[config.mk]
export PLATFORM = sky130hd
export DESIGN_NAME = hamming_encode_correct
export DESIGN_NICKNAME = d
export VERILOG_FILES = /design/src/rtl/hec_pkg.sv /design/src/rtl/hamming_encode_correct.sv
export VERILOG_INCLUDE_DIRS = /design/src /design/src/rtl
export SDC_FILE = /design/constraint.sdc
export NUM_CORES = 1
export LEC_CHECK = 0
export ABC_AREA = 0
export CAP_MARGIN = 20
export CORE_MARGIN = 1.5
export CORE_UTILIZATION = 37
export CTS_CLUSTER_SIZE = 14
export DETAILED_ROUTE_END_ITERATION = 10
export DONT_BUFFER_PORTS = 1
export PLACE_DENSITY = 0.55
export SKIP_CTS_REPAIR_TIMING = 1
export SYNTH_ARGS = -nofsm -noshare
export SYNTH_HDL_FRONTEND = slang
export SYNTH_SLANG_ARGS = --single-unit
[constraint.sdc]
create_clock -name clock -period 10.47 [get_ports clock]
set_clock_uncertainty 0.2 [all_clocks]
set_input_delay 2.094 -clock clock [delete_from_list [all_inputs] [get_ports clock]]
set_output_delay 2.094 -clock clock [all_outputs]
set_load 0.01 [all_outputs]
[src/rtl/hamming_encode_correct_assert.svh]
// Assertion macros shared by the Hamming encoder and corrector.
`ifndef HAMMING_ENCODE_CORRECT_ASSERT_SVH
`define HAMMING_ENCODE_CORRECT_ASSERT_SVH

// Same-cycle implication, checked on every rising clock edge outside reset
`define HEC_ASSERT_NOW(label, clk, rst, lhs, rhs) \
   label: assert property (@(posedge clk) disable iff (rst) (lhs) |-> (rhs)) \
      else $error("hamming check failed");

// Next-cycle implication, checked on every rising clock edge outside reset
`define HEC_ASSERT_NEXT(label, clk, rst, lhs, rhs) \
   label: assert property (@(posedge clk) disable iff (rst) (lhs) |=> (rhs)) \
      else $error("hamming check failed");

`endif

[src/rtl/hec_pkg.sv]
// Package with widths, constants and bit-layout functions of the Hamming codec.
`default_nettype none

package hec_pkg;

   localparam int MAX_PARITY = 6;
   localparam int CODE_W     = 63;
   localparam int DATA_W     = CODE_W - MAX_PARITY;
   localparam int LEN_W      = 6;
   localparam int NP_W       = 3;
   localparam int RESET_LEN  = 4;

   typedef enum logic {
      OP_ENCODE  = 1'b0,
      OP_CORRECT = 1'b1
   } opcode_type;

   // Number of parity bits needed for nd data bits
   function automatic logic [NP_W-1:0] hec_parity_count(input logic [LEN_W-1:0] nd);
      logic [NP_W-1:0] np;
      np = NP_W'(MAX_PARITY);
      for (int p = MAX_PARITY; p >= 2; p--) begin
         if (((1 << p) - p - 1) >= int'(nd)) begin
            np = NP_W'(p);
         end
      end
      return np;
   endfunction

   // Spread data bits over the positions that are not powers of two
   function automatic logic [CODE_W-1:0] hec_scatter(input logic [DATA_W-1:0] data);
      logic [CODE_W-1:0] w;
      int i;
      w = '0;
      i = 0;
      for (int p = 1; p <= CODE_W; p++) begin
         if ((p & (p - 1)) != 0) begin
            w[p-1] = data[i];
            i++;
         end
      end
      return w;
   endfunction

   // Positions covered by parity bit k (position number has bit k set)
   function automatic logic [CODE_W-1:0] hec_cover_mask(input int k);
      logic [CODE_W-1:0] m;
      m = '0;
      for (int p = 1; p <= CODE_W; p++) begin
         if (((p >> k) & 1) != 0) begin
            m[p-1] = 1'b1;
         end
      end
      return m;
   endfunction

endpackage

`default_nettype wire

[src/rtl/hamming_encode_correct.sv]
// Pipelined Hamming single-error-correcting encoder and checker.
//
// Input channel req_*: one item per handshake. req_tuser is the opcode
// (0 encode req_tdata data word, 1 check and correct the received word).
// Result channel rsp_*: one result item per input item, in order, carrying
// the codeword, code length, parity count, syndrome and bad-position flag.
// csr_wr_en / csr_wr_data set the data length (1 to 57, 0 acts as 1,
// larger values act as 57); write it only while no item is in flight.
//
// Three register stages: layout and masking, syndrome XOR trees, then
// parity insert or single-bit correction into the output register.
// An accepted item passes the stage 1 and stage 2 registers into the output
// register, which drives rsp_tvalid; one item enters every cycle unless held.
// When the receiver holds rsp_tready low with the output register full the
// whole pipeline holds and req_tready follows rsp_tready.
// Synchronous reset empties the pipeline and sets the data length to 4.
`default_nettype none

module hamming_encode_correct (
   input  wire                clock,
   input  wire                reset,
   input  wire                csr_wr_en,
   input  wire [hec_pkg::LEN_W-1:0] csr_wr_data,  // data_length
   input  wire                req_tvalid,
   output logic               req_tready,
   input  wire [119:0]        req_tdata,   // data_word[56:0], received_word[119:57]
   input  wire                req_tuser,   // opcode
   output logic               rsp_tvalid,
   input  wire                rsp_tready,
   output logic [79:0]        rsp_tdata    // code_word[62:0], code_length[68:63],
                                           // parity_count[71:69], syndrome[77:72],
                                           // bad_position[78], zero[79]
);
   import hec_pkg::*;
   `include "hamming_encode_correct_assert.svh"

   // configuration
   logic [LEN_W-1:0] data_length_ff;

   // stage 1: layout
   logic              s1_valid_ff, s1_valid_in;
   opcode_type        s1_op_ff, s1_op_in;
   logic [CODE_W-1:0] s1_word_ff, s1_word_in;
   logic [LEN_W-1:0]  s1_nh_ff, s1_nh_in;
   logic [NP_W-1:0]   s1_np_ff, s1_np_in;

   // stage 2: syndrome
   logic              s2_valid_ff;
   opcode_type        s2_op_ff;
   logic [CODE_W-1:0] s2_word_ff;
   logic [LEN_W-1:0]  s2_nh_ff;
   logic [NP_W-1:0]   s2_np_ff;
   logic [LEN_W-1:0]  s2_syn_ff, s2_syn_in;

   // stage 3: output register
   logic              out_valid_ff;
   logic [CODE_W-1:0] out_word_ff, out_word_in;
   logic [LEN_W-1:0]  out_nh_ff;
   logic [NP_W-1:0]   out_np_ff;
   logic [LEN_W-1:0]  out_syn_ff, out_syn_in;
   logic              out_bad_ff, out_bad_in;

   logic              advance;
   logic [LEN_W-1:0]  used_len;
   logic [DATA_W-1:0] data_masked;
   logic [CODE_W-1:0] recv_masked;
   logic [CODE_W-1:0] flip_vec;
   logic [CODE_W-1:0] parity_vec;

   // pipeline moves whenever the output register is free or being taken
   assign advance    = !out_valid_ff || rsp_tready;
   assign req_tready = advance;

   // hold the data length register
   always_ff @(posedge clock) begin
      if (reset) begin
         data_length_ff <= LEN_W'(RESET_LEN);
      end else if (csr_wr_en) begin
         data_length_ff <= csr_wr_data;
      end
   end

   // stage 1: clamp length, size the code, mask and place the bits
   always_comb begin
      if (data_length_ff == '0) begin
         used_len = LEN_W'(1);
      end else if (data_length_ff > LEN_W'(DATA_W)) begin
         used_len = LEN_W'(DATA_W);
      end else begin
         used_len = data_length_ff;
      end
      s1_np_in    = hec_parity_count(used_len);
      s1_nh_in    = used_len + LEN_W'(s1_np_in);
      data_masked = req_tdata[DATA_W-1:0] & ~({DATA_W{1'b1}} << used_len);
      recv_masked = req_tdata[119:DATA_W] & ~({CODE_W{1'b1}} << s1_nh_in);
      s1_op_in    = opcode_type'(req_tuser);
      s1_valid_in = req_tvalid;
      if (s1_op_in == OP_CORRECT) begin
         s1_word_in = recv_masked;
      end else begin
         s1_word_in = hec_scatter(data_masked);
      end
   end

   // stage 2: parity checks over each covered position set
   always_comb begin
      for (int k = 0; k < MAX_PARITY; k++) begin
         s2_syn_in[k] = ^(s1_word_ff & hec_cover_mask(k));
      end
   end

   // stage 3: insert parity bits or correct the named bit
   always_comb begin
      parity_vec = '0;
      for (int k = 0; k < MAX_PARITY; k++) begin
         parity_vec[(1 << k) - 1] = s2_syn_ff[k];
      end
      flip_vec = CODE_W'((64'(1) << s2_syn_ff) >> 1);
      unique case (s2_op_ff)
         OP_ENCODE: begin
            out_word_in = s2_word_ff | parity_vec;
            out_syn_in  = '0;
            out_bad_in  = 1'b0;
         end
         OP_CORRECT: begin
            out_syn_in = s2_syn_ff;
            out_bad_in = s2_syn_ff > s2_nh_ff;
            if (out_bad_in) begin
               out_word_in = s2_word_ff;
            end else begin
               out_word_in = s2_word_ff ^ flip_vec;
            end
         end
         default: begin
            out_word_in = s2_word_ff;
            out_syn_in  = '0;
            out_bad_in  = 1'b0;
         end
      endcase
   end

   // advance valid bits
   always_ff @(posedge clock) begin
      if (reset) begin
         s1_valid_ff  <= 1'b0;
         s2_valid_ff  <= 1'b0;
         out_valid_ff <= 1'b0;
      end else if (advance) begin
         s1_valid_ff  <= s1_valid_in;
         s2_valid_ff  <= s1_valid_ff;
         out_valid_ff <= s2_valid_ff;
      end
   end

   // advance payload
   always_ff @(posedge clock) begin
      if (advance) begin
         s1_op_ff    <= s1_op_in;
         s1_word_ff  <= s1_word_in;
         s1_nh_ff    <= s1_nh_in;
         s1_np_ff    <= s1_np_in;
         s2_op_ff    <= s1_op_ff;
         s2_word_ff  <= s1_word_ff;
         s2_nh_ff    <= s1_nh_ff;
         s2_np_ff    <= s1_np_ff;
         s2_syn_ff   <= s2_syn_in;
         out_word_ff <= out_word_in;
         out_nh_ff   <= s2_nh_ff;
         out_np_ff   <= s2_np_ff;
         out_syn_ff  <= out_syn_in;
         out_bad_ff  <= out_bad_in;
      end
   end

   assign rsp_tvalid = out_valid_ff;
   assign rsp_tdata  = {1'b0, out_bad_ff, out_syn_ff, out_np_ff, out_nh_ff, out_word_ff};

   // an accepted item always reaches stage 1
   `HEC_ASSERT_NEXT(a_accept_enters, clock, reset, req_tvalid && req_tready, s1_valid_ff)
   // a bad position flag only comes with a syndrome past the code end
   `HEC_ASSERT_NOW(a_bad_past_end, clock, reset, rsp_tvalid && out_bad_ff,
                   out_syn_ff > out_nh_ff)
   // no codeword bit beyond the code length
   `HEC_ASSERT_NOW(a_word_in_range, clock, reset, rsp_tvalid,
                   (out_word_ff >> out_nh_ff) == '0)

endmodule

`default_nettype wire

### Yosys cells after proc, flatten, opt, wreduce, memory -nomap -nowiden

Cells that the tools add are included.

* flip-flop bits (word level): 240
* output and inout bits: 82

* $add $sub $neg: 56
* magnitude comparators: 62
* shift-type cells: 3
* multiplexer cells: 235
* bitwise gates (word level): 7
* reductions and logical operators: 9

Operators with widths (count)
* 32-bit by 8-bit < comparator with 1-bit output (second input constant): 56
* 32-bit two-way mux: 56
* 32-bit by 2-bit adder with 32-bit output (second input constant): 55
* 63-bit parity: 6
* 1-bit binary-select mux with 6-bit select: 56
* 63-bit two-way mux: 2
* 63-bit one-hot mux with 2 select lines: 1
* 1-bit two-way mux: 112
* 1-bit by 6-bit left shift with 64-bit output (first input constant): 1
* 63-bit bitwise AND: 1
* 63-bit NOT: 1
* 63-bit by 32-bit bitwise OR with 63-bit output: 1
* 63-bit by 6-bit left shift with 63-bit output (first input constant): 1
* 63-bit XOR: 1
* 57-bit bitwise AND: 1
* 57-bit NOT: 1
* 57-bit by 6-bit left shift with 57-bit output (first input constant): 1
* 6-bit two-way mux: 2
* 6-bit one-hot mux with 2 select lines: 1
* 6-bit by 3-bit adder with 6-bit output: 1
* 1-bit by 6-bit >= comparator with 1-bit output (first input constant): 1
* 3-bit by 6-bit >= comparator with 1-bit output (first input constant): 1
* 4-bit by 6-bit >= comparator with 1-bit output (first input constant): 1
* 5-bit by 6-bit >= comparator with 1-bit output (first input constant): 1
* 9 further kinds: 11

### Logic depth before layout (Yosys ltp)

Gate-level depths: netlist of the first run.

* depth in word-level cells: 115
* gate-level depth with buffers: 17
* depth with buffers taken out: 14

### Worst setup path before layout of the first run

Ideal clock, no wire load.

* path type: input-to-output
* from: input port rsp_tready
* to: output port req_tready
* arrival: 7.782 ns
* required time: 8.176 ns
* slack: 0.394 ns
* cell stages on the path: 1
* path buffers: 0
* cells stage by stage: nand2b_1

* word-level cells in the longest chain between the ends: 1

RTL lines
* start: declaration: line hamming_encode_correct.sv:29 `input wire rsp_tready,`
* 1-bit logical OR: line hamming_encode_correct.sv:71 `assign advance = !out_valid_ff || rsp_tready;`
* end: declaration: line hamming_encode_correct.sv:25 `output logic req_tready,`

Every way passes these cells.

### Worst setup path in the final report of the first run

* from: register data_length_ff[2]
* to: register s1_word_ff[53] (data pin)

* word-level cells in the longest chain between the ends: 13

RTL lines
* start: declaration: line hamming_encode_correct.sv:38 `logic [LEN_W-1:0] data_length_ff;`
* start signal: assignment: line hamming_encode_correct.sv:77 `data_length_ff <= LEN_W'(RESET_LEN);`
* start signal: assignment: line hamming_encode_correct.sv:79 `data_length_ff <= csr_wr_data;`
* 6-bit > comparator: line hamming_encode_correct.sv:87 `end else if (data_length_ff > LEN_W'(DATA_W)) begin`
* 6-bit two-way mux: line hamming_encode_correct.sv:87
* 6-bit two-way mux *: line hamming_encode_correct.sv:85 `if (data_length_ff == '0) begin`
* 5-bit by 6-bit >= comparator with 1-bit output: line hec_pkg.sv:23 `if (((1 << p) - p - 1) >= int'(nd)) begin`
* 2-bit two-way mux (2 in a row): line hec_pkg.sv:23
* 3-bit two-way mux: line hec_pkg.sv:23
* 3-bit two-way mux *: line hec_pkg.sv:23
* net s1_np_in[1]: line hamming_encode_correct.sv:45 `logic [NP_W-1:0] s1_np_ff, s1_np_in;`
* 6-bit by 3-bit adder with 6-bit output *: line hamming_encode_correct.sv:93 `s1_nh_in = used_len + LEN_W'(s1_np_in);`
* 63-bit by 6-bit left shift with 63-bit output *: line hamming_encode_correct.sv:95 `recv_masked = req_tdata[119:DATA_W] & ~({CODE_W{1'b1}} << s1_nh_in);`
* 63-bit NOT *: line hamming_encode_correct.sv:95
* 63-bit bitwise AND *: line hamming_encode_correct.sv:95
* 63-bit two-way mux *: line hamming_encode_correct.sv:98 `if (s1_op_in == OP_CORRECT) begin`
* net s1_word_in[53]: line hamming_encode_correct.sv:43 `logic [CODE_W-1:0] s1_word_ff, s1_word_in;`
* end signal: assignment: line hamming_encode_correct.sv:159 `s1_word_ff <= s1_word_in;`
* end: declaration: line hamming_encode_correct.sv:43

Mark *: on every way through the listed nets, which the timed path passes. The rest lies on a longest branch. The select of a mux whose other input is x is not followed.
A chain may end at the register's enable or synchronous reset.

==> flow_summary_export.csv, run 1 <==
group,metric,value,unit
outcome,status,"finished, final reports clean",
cells_and_area,area_growth,10.1,%
clock_tree,clockBufferDepth,3,
yosys,synth_top_cell_by_area,"edfxtp_1",
place,gp_congestion,0.918,
route,wl_met3,3620,um
global_routing,grt_use_total,0.215,
timing,fin_ws,5.50,ns
floorplan,initial_core_util,0.375,
timing,tightest_slew,1.03,ns
worst_setup_path,slowest_delay,0.88,ns
worst_setup_path,criticalPathCategory,"flip-flop to flip-flop",
floorplan,fp.dieW,182,um
worst_setup_path,worstSetupEndpointType,"flip-flop",
clock_tree,numCtsBuffers,27,
worst_setup_path,path_delay_family,"compound AO/OA/AOI/OAI gates",
flow_run,cap_violations,0,
yosys,synth_top_family_by_area,"XOR/XNOR gates",
power,combPwrFrac,0.224,
power,power_frac_seq,0.463,
clock_tree,clock-sinks,240,
min_path,hold_path_depth,0,
cells_and_area,fin_nets,1095,
route,topRoutingLayerUsed,"met5",
yosys,syn-cell-area,11800,um2
worst_setup_path,ff2ff_path_depth,10,
worst_setup_path,regToRegSetupSlack,5.50,ns
worst_setup_path,cp.required,10.56,ns
worst_setup_path,crit_chain,"inv_1 > nor2_1 > nor2_1 > or3_1 > ha_1 > a21oi_1 > a21oi_1 > o211a_1 > and2_1 > a32o_1",
place,place_ws,5.31,ns
cells_and_area,final_util,0.413,
yosys,synthCells,977,
cells_and_area,drive_gt1_frac,0.0812,
yosys,syn_area_per_cell,12.1,um2
min_path,min_from,"s2_np_ff[2]",
worst_setup_path,slowest_stage,"dfxtp_1",
timing,slew_viol_final,0,
power,p_clk_frac,0.313,
floorplan,core_area,31600,um2
route,ant_nets,0,
route,drt_iter0_markers,794,
timing,fin_crit,4.97,ns
timing,whs,0.218,ns
clock_tree,h-tree-depth,1,
timing,fmax,201,MHz
timing,max-slew-margin-rel,0.314,
floorplan,rows,65,
yosys,synth_edf_count,231,
power,power.leakage,0.00501,uW
yosys,synth_most_common_cell,"edfxtp_1",
clock_tree,clkTransAtPathRegs,0.07,ns
floorplan,pin_count,214,
worst_setup_path,critPathBufInv,1,
worst_setup_path,cp.depth,10,
timing,setup_viol,0,
global_routing,overflow,0,
floorplan,dieArea,33100,um2
yosys,synthAdderAreaFrac,0.0101,
yosys,ys_top_cells_by_count,"231 x edfxtp_1, 98 x xnor2_1, 84 x nand2_1",
route,post-route-drc-count,0,
place,dp_hpwl,27100,um
floorplan,die_h,182,um
place,placed_area,12200,um2
power,p_per_area,227,nW/um2
yosys,synth_top_cell_area_share,0.586,
clock_tree,clock_latency,0.54,ns
clock_tree,cts_tree,"built",
yosys,yosysSeqAreaShare,0.601,
global_routing,antenna_found_initial,0,
clock_tree,root_buffer,"clkbuf_16",
global_routing,grt_pass1_vias,7500,
power,ir_drop,0.153,mV
yosys,yosys.area_share.simple,0.121,
yosys,synth-compound-area-share,0.0974,
worst_setup_path,cp-start-kind,"flip-flop",
worst_setup_path,crit_arrival,5.05,ns
yosys,synth_area_leaders,"edfxtp_1 59%, xnor2_1 7.2%, xor2_1 5.4%",
yosys,async_flop_share,0,
yosys,synth_nets,1118,
timing,tns,0,ns
power,p_sw_frac,0.324,
timing,finalHoldViolCount,0,
yosys,dominantRegCellSynth,"edfxtp_1",
route,met1_length,15600,um
cells_and_area,fin_area,13000,um2
power,p_sw,962,uW
global_routing,grt_max_degree,89,
place,port_buffers,0,
min_path,hold_class,"flip-flop to flip-flop",
yosys,ys_ff_latch,240,
power,p_int,2000,uW
global_routing,grt_pass1_wl,51800,um
worst_setup_path,cp_max_fo,22,
route,vias,7921,
route,wl,36400,um
worst_setup_path,r2r-start,"data_length_ff[2]",
worst_setup_path,r2r_end,"s1_word_ff[53]",
route,first_pass_iters,7,
yosys,synthXorXnorAreaFrac,0.126,
timing,rsz0062_at_grt,"false",
route,wl_per_cell,26.5,um
yosys,synth.mux.area_fraction,0.0114,
yosys,yosysWarnings,0,
yosys,ys_types,69,
timing,post-route-period-util,0.475,
cells_and_area,fillCellCount,3009,
min_path,holdPathEnd,"out_np_ff[2]",
route,wl_met2,16200,um
route,routed_via_density,5.76,
==> cells by family (layout without fill, tap and decap cells) <==
kind of cell,after synthesis,count (layout)
fa+ha+maj,9,9
compound gates,178,178
other cells,1,2
simple gates,275,275
mux,13,13
buf+inv,90,86
flops,240,240
xor+xnor,171,171
==> registers in the layout (all words and copies together) (netlist names), 3 cells and up <==
name / count
out_syn_ff: 6
s1_np_ff: 3
s1_word_ff: 63
data_length_ff: 6
out_word_ff: 63
s2_nh_ff: 6
s2_np_ff: 3
out_nh_ff: 6
s1_nh_ff: 6
s2_word_ff: 63
out_np_ff: 3
s2_syn_ff: 6
==> layout make-up <==
class                   count  area, um2  area share
multi-input cells         647       4360       0.334
well taps                 402        503      0.0386
inverters                  23       86.3     0.00662
repair buffers             15        110     0.00844
flip-flops and latches    240       7120       0.546
clock buffers              30        687      0.0527
diodes                      1       2.50    0.000192
clock inverters            18        176      0.0135
==> worst max-delay path by stage <==
stage                       from              to
6_report       data_length_ff[2]  s1_word_ff[53]
5_1_grt        data_length_ff[2]  s1_word_ff[53]
4_1_cts               rsp_tready      req_tready
3_5_place_dp          rsp_tready  out_word_ff[9]
3_3_place_gp          rsp_tready   out_syn_ff[0]
2_1_floorplan         rsp_tready      req_tready
==> cell usage in the layout (no fill, tap or decap), drive strengths merged, types with 3 or more instances in the layout <==
cell type / n
nand2b: 8
xor2: 73
nand4: 8
dfxtp: 9
a21o: 8
bufinv: 3
o21a: 6
o311ai: 7
a31oi: 12
clkinv: 12
a31o: 4
and2: 8
a21oi: 47
inv: 22
mux2i: 12
nand3: 28
xnor2: 98
buf: 15
nor2: 36
nor3b: 5
nor3: 6
nor2b: 9
clkinvlp: 4
o211ai: 20
nand2: 86
clkbuf: 30
ha: 8
edfxtp: 231
o21ai: 37
nor4: 66
or3: 3
o22ai: 17
or2: 4
==> routing by layer <==
layer  global-route usage  up-vias
li1                     -     3578
met1                0.292     3866
met2                0.337      421
met3               0.0624       54
met4               0.0516        2
met5               0.0148        -
==> power groups by stage <==
stage	registers, uW	logic, uW	clock network, uW
after detailed placement	1400	662	0
final	1370	664	928
after global placement	1390	657	0
after global routing	1390	716	981
after floorplan	1320	540	0
after CTS	1380	664	944
==> stage by stage <==
stage          total power (uW)  cells
2_1_floorplan              1860    977
5_1_grt                    3090   1375
4_1_cts                    2980   1373
3_3_place_gp               2050   1325
3_5_place_dp               2060   1325
6_report                   2960   1376
Power figures use the tool's default switching activity.
==> run 2: changes to the inputs <==
Settings changed: ABC_AREA 0 to 1.
Clock period 10.47 ns to 4.6 ns, I/O delays scaled along.
==> flow_summary_export.csv, run 2 <==
group,metric,value,unit
yosys,synth_edf_count,231,
floorplan,die_h,188,um
route,vias,9108,
clock_tree,root_buffer,"clkbuf_16",
worst_setup_path,r2r_end,"s1_word_ff[42]",
clock_tree,cts_tree,"built",
power,power.leakage,0.00608,uW
worst_setup_path,slowest_stage,"dfxtp_1",
yosys,synth_nets,1450,
power,ir_drop,0.384,mV
timing,setup_viol,0,
global_routing,grt_pass1_wl,58100,um
clock_tree,clockBufferDepth,3,
yosys,synth_top_cell_by_area,"edfxtp_1",
yosys,async_flop_share,0,
place,dp_hpwl,31600,um
cells_and_area,fin_nets,1458,
clock_tree,numCtsBuffers,28,
worst_setup_path,criticalPathCategory,"flip-flop to flip-flop",
yosys,yosysSeqAreaShare,0.565,
worst_setup_path,cp.depth,17,
worst_setup_path,path_delay_family,"simple AND/OR/NAND/NOR gates",
worst_setup_path,regToRegSetupSlack,0.65,ns
timing,tightest_slew,0.808,ns
worst_setup_path,crit_top_cell,"nand2_1",
power,p_per_area,536,nW/um2
cells_and_area,mostFrequentLayoutCells,"371 x nand2_1, 231 x edfxtp_1, 136 x nand3_1",
floorplan,initial_core_util,0.376,
global_routing,grt_max_degree,91,
clock_tree,clock-sinks,240,
worst_setup_path,slowest_delay,0.54,ns
yosys,synth_area_leaders,"edfxtp_1 55%, nand2_1 11%, xnor2_1 8.1%",
timing,fmax,253,MHz
timing,post-route-period-util,0.858,
timing,tns,0,ns
route,post-route-drc-count,0,
floorplan,dieArea,35200,um2
global_routing,antenna_found_initial,0,
route,first_pass_iters,6,
outcome,status,"finished, final reports clean",
floorplan,pin_count,214,
place,dp_cells,1734,
worst_setup_path,crit_chain,"nand2_1 > nor2_1 > inv_1 > a21oi_1 > inv_1 > nand2_1 > a21boi_0 > ha_1 > a21oi_1 > or2_1 > nand2_2 > o21ai_2 > nand2_4 > nor2_4 > buf_4 > nand2_1 > o21ai_0",
worst_setup_path,startpoint,"data_length_ff[1]",
timing,finalHoldViolCount,0,
timing,slew_viol_final,0,
route,wl_per_cell,22.4,um
worst_setup_path,crit_arrival,4.10,ns
yosys,ys_top_cells_by_count,"371 x nand2_1, 231 x edfxtp_1, 136 x nand3_1",
global_routing,grt_pass1_vias,8766,
worst_setup_path,cp-start-kind,"flip-flop",
min_path,hold_class,"flip-flop to flip-flop",
floorplan,core_area,33500,um2
cells_and_area,final_common_cell,"nand2_1",
worst_setup_path,worstSetupEndpoint,"s1_word_ff[42]",
timing,fin_crit,3.95,ns
global_routing,grt_use_total,0.223,
route,ant_nets,0,
clock_tree,clock_latency,0.55,ns
cells_and_area,reg_top3,"out_word_ff x63, s1_word_ff x63, s2_word_ff x63",
clock_tree,h-tree-depth,1,
yosys,synth_most_common_cell,"nand2_1",
yosys,ys_ff_latch,240,
worst_setup_path,worstSetupEndpointType,"flip-flop",
cells_and_area,num_antenna_cells,0,
route,routed_via_density,5.10,
worst_setup_path,ff2ff_path_depth,17,
yosys,yosysWarnings,0,
timing,rsz0062_at_grt,"false",
route,wl,40100,um
floorplan,fp.dieW,188,um
global_routing,overflow,0,
flow_run,cap_violations,0,
floorplan,rows,67,
yosys,syn_area_per_cell,9.63,um2
cells_and_area,final_util,0.417,
place,gp_congestion,0.957,
yosys,synthCells,1309,
worst_setup_path,cp_max_fo,25,
yosys,dominantRegCellSynth,"edfxtp_1",
cells_and_area,drive_gt1_frac,0.0613,
worst_setup_path,cp.required,4.75,ns
yosys,synth_top_cell_area_share,0.551,
clock_tree,clkTransAtPathRegs,0.06,ns
place,port_buffers,0,
cells_and_area,area_growth,11.1,%
cells_and_area,final_cells,1786,
timing,max-slew-margin-rel,0.461,
worst_setup_path,critPathBufInv,3,
yosys,syn-cell-area,12600,um2
route,drt_iter0_markers,782,
yosys,ys_types,40,
worst_setup_path,r2r-start,"data_length_ff[1]",
## run 2: metal layers
layer  vias to the layer above  global-route usage  share of wire
met1                      4310               0.312           0.45
met4                         0              0.0502          0.023
met2                       406               0.350           0.44
li1                       4345                   -              -
met3                        47              0.0561          0.083
met5                         -                   0              0
## run 2: cell type report
type / count / area, um2
flip-flops and latches: 240 / 7120
fillers: 3312 / 19500
well taps: 448 / 561
multi-input cells: 897 / 4780
inverters: 135 / 513
clock inverters: 20 / 169
repair buffers: 15 / 145
clock buffers: 31 / 712
## run 2: cell families after synthesis
family / after synthesis / share of synthesized area
and+or+nand+nor: 622 / 0.206
DFF: 240 / 0.565
buffers and inverters: 172 / 0.0565
xor gates and xnor gates: 169 / 0.118
AOI/OAI and AO/OA: 96 / 0.0447
adders and majority gates: 9 / 0.00953
other: 1 / 0.000298
## run 2: worst min path at each step
stage | slack [ns] | depth (start not counted) | start | endpoint
3_3_place_gp | 0.21 | 0 | s1_nh_ff[3] | s2_nh_ff[3]
2_1_floorplan | 0.20 | 0 | s2_np_ff[0] | out_np_ff[0]
4_1_cts | 0.23 | 0 | s2_np_ff[0] | out_np_ff[0]
5_1_grt | 0.23 | 1 | reset | rsp_tvalid
3_5_place_dp | 0.21 | 0 | s2_np_ff[0] | out_np_ff[0]
6_report | 0.23 | 0 | s1_nh_ff[5] | s2_nh_ff[5]
## run 2: power breakdown
group	internal, uW	switching, uW
clock network	1230	913
logic	681	1370
registers	2890	422
## run 2: through the flow
stage                     setup WS, ns  hold slack [ns]  power (uW)  area [um2]
after global placement           0.633            0.205        5370       13100
final                            0.653            0.229        7500       14000
after global routing             0.337            0.231        7910       14000
after CTS                        0.712            0.234        7550       14000
after detailed placement         0.704            0.206        5400       13100
after floorplan                 -0.538            0.200        4760       12600
